### src/design/assert_macros.svh
// Assertion macros used by the modulator top-level design file.
`ifndef ASSERT_MACROS_SVH
`define ASSERT_MACROS_SVH
`ifndef NO_ASSERTIONS
// Clocked check, off while reset is held.
`define ZCBM_ASSERT(lbl, clk_s, rstn_s, prop, msg) \
  lbl: assert property (@(posedge clk_s) disable iff (!rstn_s) (prop)) else $error(msg);
// Clocked check that stays on through reset.
`define ZCBM_ASSERT_ALWAYS(lbl, clk_s, prop, msg) \
  lbl: assert property (@(posedge clk_s) (prop)) else $error(msg);
`else
`define ZCBM_ASSERT(lbl, clk_s, rstn_s, prop, msg)
`define ZCBM_ASSERT_ALWAYS(lbl, clk_s, prop, msg)
`endif
`endif

### src/design/zcbm_pkg.sv
// Constants and field widths of the zero-crossing burst modulator.
`timescale 1ns / 1ps
package zcbm_pkg;

  localparam int TIME_W  = 32;
  localparam int LEVEL_W = 5;
  localparam int HALF_W  = 14;

  localparam int LEVEL_STEPS_DEF = 20;
  localparam int CAL_EVENTS_DEF  = 32;

  // Half period limits in us: 45 Hz .. 66 Hz line
  localparam logic [HALF_W-1:0] DEFAULT_HALF_US = 14'd8333;
  localparam int                MIN_HALF_US     = 7576;
  localparam int                MAX_HALF_US     = 11111;

endpackage

### src/design/zero_cross_burst_modulator_top.sv
// Zero-crossing burst-fire modulator: Bresenham gates, window trigger, line measurement.
`timescale 1ns / 1ps
`include "assert_macros.svh"
//
//  channel | direction | handshake           | payload
//  --------+-----------+---------------------+-----------------------------------------
//  in_     | to block  | in_valid / in_stall  | event_time_us, heater/fan level, start
//  out_    | from block| out_valid / out_stall| gates, trigger, cal done, default, period
//
// One item per cycle sustained while out_stall does not hold the result register; an accepted
// item is held in the input register, then goes through one pass of accumulate/compare/multiply
// logic into the result register, from which its result is taken.
// The divide of the measured span is a constant-reciprocal multiply in that same pass.
// Reset (synchronous, rst_n low) clears valids, accumulators, counters and sets the
// half period to 8333 us. out_stall holds the result register; the input register
// then fills and in_stall rises in the same cycle.
module zero_cross_burst_modulator_top #(
  parameter int LEVEL_STEPS = zcbm_pkg::LEVEL_STEPS_DEF,
  parameter int CAL_EVENTS  = zcbm_pkg::CAL_EVENTS_DEF
) (
  input  logic                         clk,
  input  logic                         rst_n,
  input  logic                         in_valid,
  output logic                         in_stall,
  input  logic [zcbm_pkg::TIME_W-1:0]  in_event_time_us,
  input  logic [zcbm_pkg::LEVEL_W-1:0] in_heater_level,
  input  logic [zcbm_pkg::LEVEL_W-1:0] in_fan_level,
  input  logic                         in_start_calibration,
  output logic                         out_valid,
  input  logic                         out_stall,
  output logic                         out_heater_gate,
  output logic                         out_fan_gate,
  output logic                         out_sample_trigger,
  output logic                         out_calibration_done,
  output logic                         out_used_default,
  output logic [zcbm_pkg::HALF_W-1:0]  out_half_period_us
);
  import zcbm_pkg::*;

  localparam int ACC_W    = $clog2(LEVEL_STEPS + 32);
  localparam int WIN_W    = $clog2(LEVEL_STEPS);
  localparam int SMP_W    = $clog2(CAL_EVENTS);
  localparam int DIV      = CAL_EVENTS - 1;
  localparam int SPAN_LO  = MIN_HALF_US * DIV;
  localparam int SPAN_HI  = (MAX_HALF_US + 1) * DIV;   // exclusive
  localparam int QX_W     = $clog2(SPAN_HI);
  localparam int SHIFT    = QX_W + $clog2(DIV);
  localparam int RECIP_W  = QX_W + 2;
  localparam int PROD_W   = QX_W + RECIP_W;
  localparam logic [63:0] RECIP64 = ((64'd1 << SHIFT) + 64'(DIV) - 64'd1) / 64'(DIV);
  localparam logic [RECIP_W-1:0] RECIP = RECIP64[RECIP_W-1:0];

  // input register
  logic               s1_valid_r;
  logic [TIME_W-1:0]  s1_time_r;
  logic [LEVEL_W-1:0] s1_heat_r;
  logic [LEVEL_W-1:0] s1_fan_r;
  logic               s1_start_r;

  // block state
  logic [ACC_W-1:0]   heat_acc_r, heat_acc_nxt;
  logic [ACC_W-1:0]   fan_acc_r, fan_acc_nxt;
  logic [WIN_W-1:0]   win_r, win_nxt;
  logic               meas_r, meas_nxt;
  logic [SMP_W-1:0]   smp_r, smp_nxt;
  logic [TIME_W-1:0]  first_r, first_nxt;
  logic [HALF_W-1:0]  half_r, half_nxt;

  // result register
  logic               out_valid_r;
  logic               heat_gate_r, fan_gate_r, trig_r, done_r, dflt_r;
  logic [HALF_W-1:0]  out_half_r;

  logic               advance, s1_move;
  logic [ACC_W-1:0]   heat_lvl, fan_lvl, heat_sum, fan_sum;
  logic               heat_gate, fan_gate, win_wrap;
  logic               done, dflt;
  logic [TIME_W-1:0]  span;
  logic               span_ok;
  logic [PROD_W-1:0]  quot_prod;
  logic [HALF_W-1:0]  quotient;

  assign advance  = !out_valid_r || !out_stall;
  assign s1_move  = s1_valid_r && advance;
  assign in_stall = s1_valid_r && !advance;

  // Bresenham gates, levels saturated to LEVEL_STEPS
  always_comb begin
    heat_lvl = (ACC_W'(s1_heat_r) > ACC_W'(LEVEL_STEPS)) ? ACC_W'(LEVEL_STEPS)
                                                          : ACC_W'(s1_heat_r);
    fan_lvl  = (ACC_W'(s1_fan_r) > ACC_W'(LEVEL_STEPS)) ? ACC_W'(LEVEL_STEPS)
                                                         : ACC_W'(s1_fan_r);
    heat_sum = heat_acc_r + heat_lvl;
    fan_sum  = fan_acc_r + fan_lvl;
    heat_gate = heat_sum >= ACC_W'(LEVEL_STEPS);
    fan_gate  = fan_sum >= ACC_W'(LEVEL_STEPS);
    heat_acc_nxt = heat_gate ? heat_sum - ACC_W'(LEVEL_STEPS) : heat_sum;
    fan_acc_nxt  = fan_gate ? fan_sum - ACC_W'(LEVEL_STEPS) : fan_sum;
    win_wrap = win_r == WIN_W'(LEVEL_STEPS - 1);
    win_nxt  = win_wrap ? '0 : win_r + WIN_W'(1);
  end

  // Span / (CAL_EVENTS-1): range test on the span itself, then reciprocal
  // multiply, exact for every span below the upper limit.
  always_comb begin
    span      = s1_time_r - first_r;
    span_ok   = (span >= 32'(SPAN_LO)) && (span < 32'(SPAN_HI));
    quot_prod = PROD_W'(span[QX_W-1:0]) * PROD_W'(RECIP);
    quotient  = quot_prod[SHIFT +: HALF_W];
  end

  always_comb begin
    meas_nxt  = meas_r;
    smp_nxt   = smp_r;
    first_nxt = first_r;
    half_nxt  = half_r;
    done      = 1'b0;
    dflt      = 1'b0;
    if (s1_start_r) begin
      meas_nxt  = 1'b1;
      smp_nxt   = SMP_W'(1);
      first_nxt = s1_time_r;
    end else if (meas_r) begin
      smp_nxt = smp_r + SMP_W'(1);
      if (smp_r == SMP_W'(CAL_EVENTS - 1)) begin
        meas_nxt = 1'b0;
        done     = 1'b1;
        if (span_ok) begin
          half_nxt = quotient;
        end else begin
          half_nxt = DEFAULT_HALF_US;
          dflt     = 1'b1;
        end
      end
    end
  end

  always_ff @(posedge clk) begin
    if (!rst_n) begin
      s1_valid_r <= 1'b0;
    end else if (!in_stall) begin
      s1_valid_r <= in_valid;
    end
  end

  always_ff @(posedge clk) begin
    if (!in_stall) begin
      s1_time_r  <= in_event_time_us;
      s1_heat_r  <= in_heater_level;
      s1_fan_r   <= in_fan_level;
      s1_start_r <= in_start_calibration;
    end
  end

  always_ff @(posedge clk) begin
    if (!rst_n) begin
      heat_acc_r <= '0;
      fan_acc_r  <= '0;
      win_r      <= '0;
      meas_r     <= 1'b0;
      smp_r      <= '0;
      first_r    <= '0;
      half_r     <= DEFAULT_HALF_US;
    end else if (s1_move) begin
      heat_acc_r <= heat_acc_nxt;
      fan_acc_r  <= fan_acc_nxt;
      win_r      <= win_nxt;
      meas_r     <= meas_nxt;
      smp_r      <= smp_nxt;
      first_r    <= first_nxt;
      half_r     <= half_nxt;
    end
  end

  always_ff @(posedge clk) begin
    if (!rst_n) begin
      out_valid_r <= 1'b0;
    end else if (advance) begin
      out_valid_r <= s1_valid_r;
    end
  end

  always_ff @(posedge clk) begin
    if (s1_move) begin
      heat_gate_r <= heat_gate;
      fan_gate_r  <= fan_gate;
      trig_r      <= win_wrap;
      done_r      <= done;
      dflt_r      <= dflt;
      out_half_r  <= half_nxt;
    end
  end

  assign out_valid            = out_valid_r;
  assign out_heater_gate      = heat_gate_r;
  assign out_fan_gate         = fan_gate_r;
  assign out_sample_trigger   = trig_r;
  assign out_calibration_done = done_r;
  assign out_used_default     = dflt_r;
  assign out_half_period_us   = out_half_r;

  `ZCBM_ASSERT(a_acc_bound, clk, rst_n,
    (heat_acc_r < ACC_W'(LEVEL_STEPS)) && (fan_acc_r < ACC_W'(LEVEL_STEPS)),
    "accumulator reached LEVEL_STEPS")
  `ZCBM_ASSERT(a_half_range, clk, rst_n,
    (half_r >= HALF_W'(MIN_HALF_US)) && (half_r <= HALF_W'(MAX_HALF_US)),
    "half period out of line range")
  `ZCBM_ASSERT(a_meas_count, clk, rst_n,
    meas_r |-> ((smp_r != '0) && (smp_r <= SMP_W'(CAL_EVENTS - 1))),
    "sample count invalid while measuring")
  `ZCBM_ASSERT_ALWAYS(a_dflt_done, clk,
    (rst_n && out_valid_r && dflt_r) |-> done_r,
    "default flagged without calibration done")

endmodule
### config.mk
export PLATFORM = sky130hd
export DESIGN_NAME = zero_cross_burst_modulator_top
export DESIGN_NICKNAME = d
export VERILOG_FILES = /design/src/design/zcbm_pkg.sv /design/src/design/zero_cross_burst_modulator_top.sv
export VERILOG_INCLUDE_DIRS = /design/src /design/src/design
export SDC_FILE = /design/constraint.sdc
export NUM_CORES = 1
export LEC_CHECK = 0
export BUFFER_PORTS_ARGS = -buffer_cell sky130_fd_sc_hd__clkbuf_2
export CAP_MARGIN = 25
export CORE_UTILIZATION = 65
export CTS_CLUSTER_DIAMETER = 60
export DETAILED_ROUTE_END_ITERATION = 10
export GPL_ROUTABILITY_DRIVEN = 0
export GPL_TIMING_DRIVEN = 1
export PLACE_DENSITY = 0.9
export SYNTH_ARGS = -nofsm -noshare
export SYNTH_HDL_FRONTEND = slang
export SYNTH_SLANG_ARGS = --single-unit
### constraint.sdc
create_clock -name clk -period 12 [get_ports clk]
set_input_delay 1.2 -clock clk [delete_from_list [all_inputs] [get_ports clk]]
set_output_delay 1.2 -clock clk [all_outputs]
set_load 0.03 [all_outputs]
After elaboration in Yosys (flattened, before gate mapping)
Index checks and enable logic that the tools add are counted.

storage, ports and cells
  register bits after elaboration = 133
  input bits = 47
  output and inout port bits = 21
  logic and storage cells = 65

operators by class
  $add $sub $neg = 7
  $mul = 1
  order comparisons = 6
  eq/ne operators = 2
  muxes and demuxes = 16
  bitwise operators = 2
  reductions and logical operators = 12

operators by type and width
  operator                                               count
  2-to-1 mux 14 bit                                      4
  multiplier 19 x 20 -> 38 bit, second input constant    1
  >= comparator 32 x 18 -> 1 bit, second input constant  1
  < comparator 32 x 19 -> 1 bit, second input constant   1
  subtractor 32 bit                                      1
  2-to-1 mux 5 bit                                       5
  adder 6 x 5 -> 6 bit                                   2
  >= comparator 6 x 5 -> 1 bit, second input constant    2
  2-to-1 mux 6 bit                                       2
  subtractor 6 x 5 -> 6 bit, second input constant       2
  adder 5 x 1 -> 5 bit, second input constant            2
  equality test 5 bit, second input constant             2
  > comparator 5 bit, second input constant              2
  2-to-1 mux 1 bit                                       5
  AND reduction 2 bit                                    2
  logical AND 1 bit                                      3
  logical NOT 1 bit                                      3
  OR reduction 3 bit                                     1
  NOT 1 bit                                              2
  nonzero test 2 bit                                     1
  OR reduction 2 bit                                     1
  logical OR 1 bit                                       1

Logic depth before layout (Yosys ltp)
  word-level depth = 7
  gate-level depth with buffers = 28
  mapped depth without buffers = 28

Least setup slack after synthesis
Ideal clock, no wire load.

  kind = reg-to-reg
  from = register s1_time_r[0]
  to = register out_half_r[7] (netlist: out_half_period_us[7]) (data pin)
  arrival time = 6.546 ns
  required time = 11.739 ns
  slack = 5.193 ns
  stages on the path, launching flop included = 29
  buffers on the path = 0
  period minus slack after synthesis = 6.807 ns
  cell sequence = edfxtp_1 inv_1 ha_1 inv_1 fa_1 a21o_1 a31o_1 a311o_1 a221o_1 xnor2_2 inv_1 ha_1 inv_1 fa_1 fa_1 inv_1 fa_1 ha_1 ha_1 a21oi_1 o221ai_1 a21oi_1 o211ai_1 nor3_1 o31ai_1 a21o_1 a311oi_1 xor2_1 a21oi_1

between the ends
  word-level cells in the longest chain between the ends = 7
  elaborated cells between the ends (all ways) = 9

RTL lines
  item                                                                                  RTL line                               source
  start, declared                                                                       zero_cross_burst_modulator_top.sv:55   logic [TIME_W-1:0] s1_time_r;
  start signal, assigned                                                                zero_cross_burst_modulator_top.sv:148  s1_time_r <= in_event_time_us;
  subtractor 32 bit (*)                                                                 zero_cross_burst_modulator_top.sv:106  span = s1_time_r - first_r;
  parallel branches: the longest is 2 deep, another holds multiplier 19 x 20 -> 38 bit  --
  2-to-1 mux 14 bit (*)                                                                 zero_cross_burst_modulator_top.sv:128  if (span_ok) begin
  2-to-1 mux 14 bit (*)                                                                 zero_cross_burst_modulator_top.sv:125  if (smp_r == SMP_W'(CAL_EVENTS - 1)) begin
  2-to-1 mux 14 bit (*)                                                                 zero_cross_burst_modulator_top.sv:123  end else if (meas_r) begin
  2-to-1 mux 14 bit (*)                                                                 zero_cross_burst_modulator_top.sv:119  if (s1_start_r) begin
  named net half_nxt[7]                                                                 zero_cross_burst_modulator_top.sv:67   logic [HALF_W-1:0] half_r, half_nxt;
  end signal, assigned                                                                  zero_cross_burst_modulator_top.sv:190  out_half_r <= half_nxt;
  end, declared                                                                         zero_cross_burst_modulator_top.sv:72   logic [HALF_W-1:0] out_half_r;

Mark *: on every way through the listed nets, which the timed path passes.
A chain may end at the register's enable or synchronous reset.

Worst setup path after layout
  from = register s1_time_r[0]
  to = register out_half_r[13] (netlist: out_half_period_us[13]) (data pin)

Same word-level chain as after synthesis.

==> results.md <==
- CP max stage delay: 550 ps
- Setup Skew: about 9 ps
- PostCTS Resize Cnt: 0
- Gate Count Post-Synth: ~1100
- Post-synth ARST share: 0
- Hold Path Depth: 2
- Worst VDD drop: about 0.16 mV
- Netlist Area Pre-Place: ~10000 sq um
- Sequential fraction of the synthesis area: 0.321
- PwrDens: between 200 and 250 nW/um^2
- Final nets: approximately 1400
- Post-Synth XOR/XNOR Area: 0.0478
- TNS Setup: 0 ps
- Hold-fix buffers, CTS: 0
- HPWL after DPL: between 15 and 20 mm
- Critical Path Most Common Cell: inv_1
- Final Hold Fails: 0
- Rel. slew slack: 0.289
- Final Util: 0.739
- Starting density of the core: 0.671
- Required time of the critical path: about 12000 ps
- Pins over their slew limit: 0
- Top Ports: about 70
- CTS Root Cell: clkbuf_16
- DRT Wirelength: ~23 mm
- Complex-gate fraction of the synthesized area: 0.193
- CP arrival: roughly 7800 ps
- Fill cells: between 1000 and 1500
- Port bufs: between 60 and 70
- Distinct cells, synth: 72
- CTS tree: built
- Drt pass-1 iters: 8
- RSZ-0062 raised after global routing: false
- Post-Syn Nets: ~1300
- Setup Crit Path Kind: reg -> reg
- GR Overflow Total: 0
- Avg Vias per Cell: 6.17
- Global-route usage over all layers: 0.295
- Chip Width: 127 um
- Leak Pwr: ~5.0 nW
- Site Rows: 45
- First-pass GRT wire length: 38.0 mm
- Period utilization: 0.637
- Commonest non-fill, non-tap cell in the layout: ha_1
- # setup viols final: 0
- Status: complete, no violations
- Worst-skew pair later-pin latency: ~430 ps
- Vias in the first global route: 8191
- Final Critical Period: 7650 ps
- Wire per inst: 16.8 um
- Fraction of the mapped netlist area in adder cells: 0.241
- DRC viols: 0
- Reg2reg path depth: 28
- Sink Count: approximately 130
- Syn avg cell area: ~9 sq um
- Slew of the pin with the lowest slew margin: around 1100 ps
- Crit path max fanout: 6
- EDFF count, synth: 62
- Worst Setup Start Kind: flop
- Hold WC Path Type: reg -> reg
- Num CTS Buffers: 17
- Yosys warning count: 0
- H-tree Lvls: 4
- Endpoint class of the critical path: flop
- Core area: ~15000 sq um
- Most frequent cells in the layout: 152 x ha_1, 149 x nand2_1, 114 x inv_1, 71 x dfxtp_1, 67 x clkbuf_2
- Post-Synth Simple-Gate Area: 0.137
- Max frequency: 0.131 GHz
- Area delta synth->final: 10.2%
- Mux share of post-synthesis cell area: 0.00208
- DR vias: around 8500
- Flops & latches, synth: between 100 and 150
- Die height: 127 um
- Largest net degree at the start of global routing: 60
- Final antenna-violating net count: 0
- Die ar.: 16200 sq um
- Initial detailed-routing violation count: around 840
- Largest family of logic cells by synthesized area: adder cells
- Share of cells above drive strength 1: 0.102
- # Post-CTS Setup Buffers: 0
- Clock Tree Buf Depth: 2
- Top FF cell, synth: dfxtp_1
- Reg clk slew, reported paths: 60 ps
- Max-cap viol count: 0
- CP max stage cell: o31ai_1
- Initial antenna violation count: 0
- Antenna cells: 0
cell usage after synthesis, types with 12 or more instances:
| master | n | area, sq um |
|---|---|---|
| o31ai_1 | 13 | 97.6 |
| a21o_1 | 27 | 203 |
| o21ai_0 | 41 | 205 |
| nor2b_1 | 15 | 93.8 |
| inv_1 | 114 | 428 |
| xnor2_1 | 31 | 272 |
| a21oi_1 | 66 | 330 |
| edfxtp_1 | 62 | 1860 |
| xor2_1 | 23 | 201 |
| fa_1 | 28 | 561 |
| nand4_1 | 17 | 106 |
| nand2_1 | 149 | 559 |
| and3_1 | 12 | 75.1 |
| ha_1 | 152 | 1900 |
| nor2_1 | 34 | 128 |
| dfxtp_1 | 71 | 1420 |
| clkbuf_1 | 33 | 124 |
| a21boi_0 | 40 | 300 |
| nand3_1 | 19 | 95.1 |
per-stage QoR:
stage               instances  power (mW)  instance area (sq um)  hold WS, ps  setup WS (ps)
finish                   1384        2.52                  11300          452           4350
global route             1384        2.72                  11300          483           3890
CTS                      1383        2.48                  11200          458           4450
detailed placement       1352        1.97                  10700          448           4480
global placement         1352        1.91                  10700          433           4710
floorplan                1109        1.63                  10200          425           5190
area by class of cell:
| cell class | instances | area [sq um] | share of cell area |
|---|---|---|---|
| inverters | 116 | 435 | 0.0386 |
| flip-flops and latches | 133 | 3280 | 0.291 |
| repair buffers | 72 | 393 | 0.0348 |
| multi-input cells | 821 | 6360 | 0.564 |
| well taps | 211 | 264 | 0.0234 |
| clock inverters | 12 | 106 | 0.00943 |
| clock buffers | 19 | 433 | 0.0384 |
worst paths after layout:
check | from | to | slack (ps)
setup / recovery | s1_time_r[0]$_DFFE_PN_ | out_half_period_us[13]$_DFFE_PP_ | 4350
hold / removal | half_r[1]$_SDFFE_PN0P_ | half_r[1]$_SDFFE_PN0P_ | 450
hold reg to reg | half_r[1]$_SDFFE_PN0P_ | half_r[1]$_SDFFE_PN0P_ | 450
setup reg to reg | s1_time_r[0]$_DFFE_PN_ | out_half_period_us[13]$_DFFE_PP_ | 4350
routing by layer:
layer / vias up / part of all wire / GRT usage
met3: 83 / 0.056 / 0.0532
met4: 0 / 0.032 / 0.130
li1: 4056 / - / -
met2: 368 / 0.48 / 0.505
met1: 4035 / 0.43 / 0.363
met5: - / 0 / 0
kinds of logic after synthesis:
family / count (synthesis)
simple gates: 295
compound gates: 289
fa+ha+maj: 180
buf+inv: 155
flops: 133
xor+xnor: 55
mux: 2
sequential cells by signal, indices dropped and copies added (netlist names), 6 cells and up:
| name | count |
|---|---|
| out_half_period_us | 14 |
| s1_time_r | 32 |
| first_r | 32 |
| half_r | 14 |
| fan_acc_r | 6 |
| heat_acc_r | 6 |
worst max-delay path, delay by kind of cell, from the launching register on:
family                   cells  cell delay, ps
AO/OA/AOI/OAI                9            2590
XOR/XNOR                     2             490
adder cells (fa/ha/maj)      8            2890
buffers and inverters        5             350
flip-flops                   1             380
AND/OR/NAND/NOR              4             690
where the power goes:
| part | switching [mW] | leakage [nW] | total (mW) | internal [mW] |
|---|---|---|---|---|
| clock | 0.200 | 0.255 | 0.483 | 0.283 |
| combinational | 0.921 | 3.57 | 1.53 | 0.606 |
| sequential | 0.0128 | 1.19 | 0.509 | 0.496 |
Note: power is estimated with default switching activity, not from simulation.
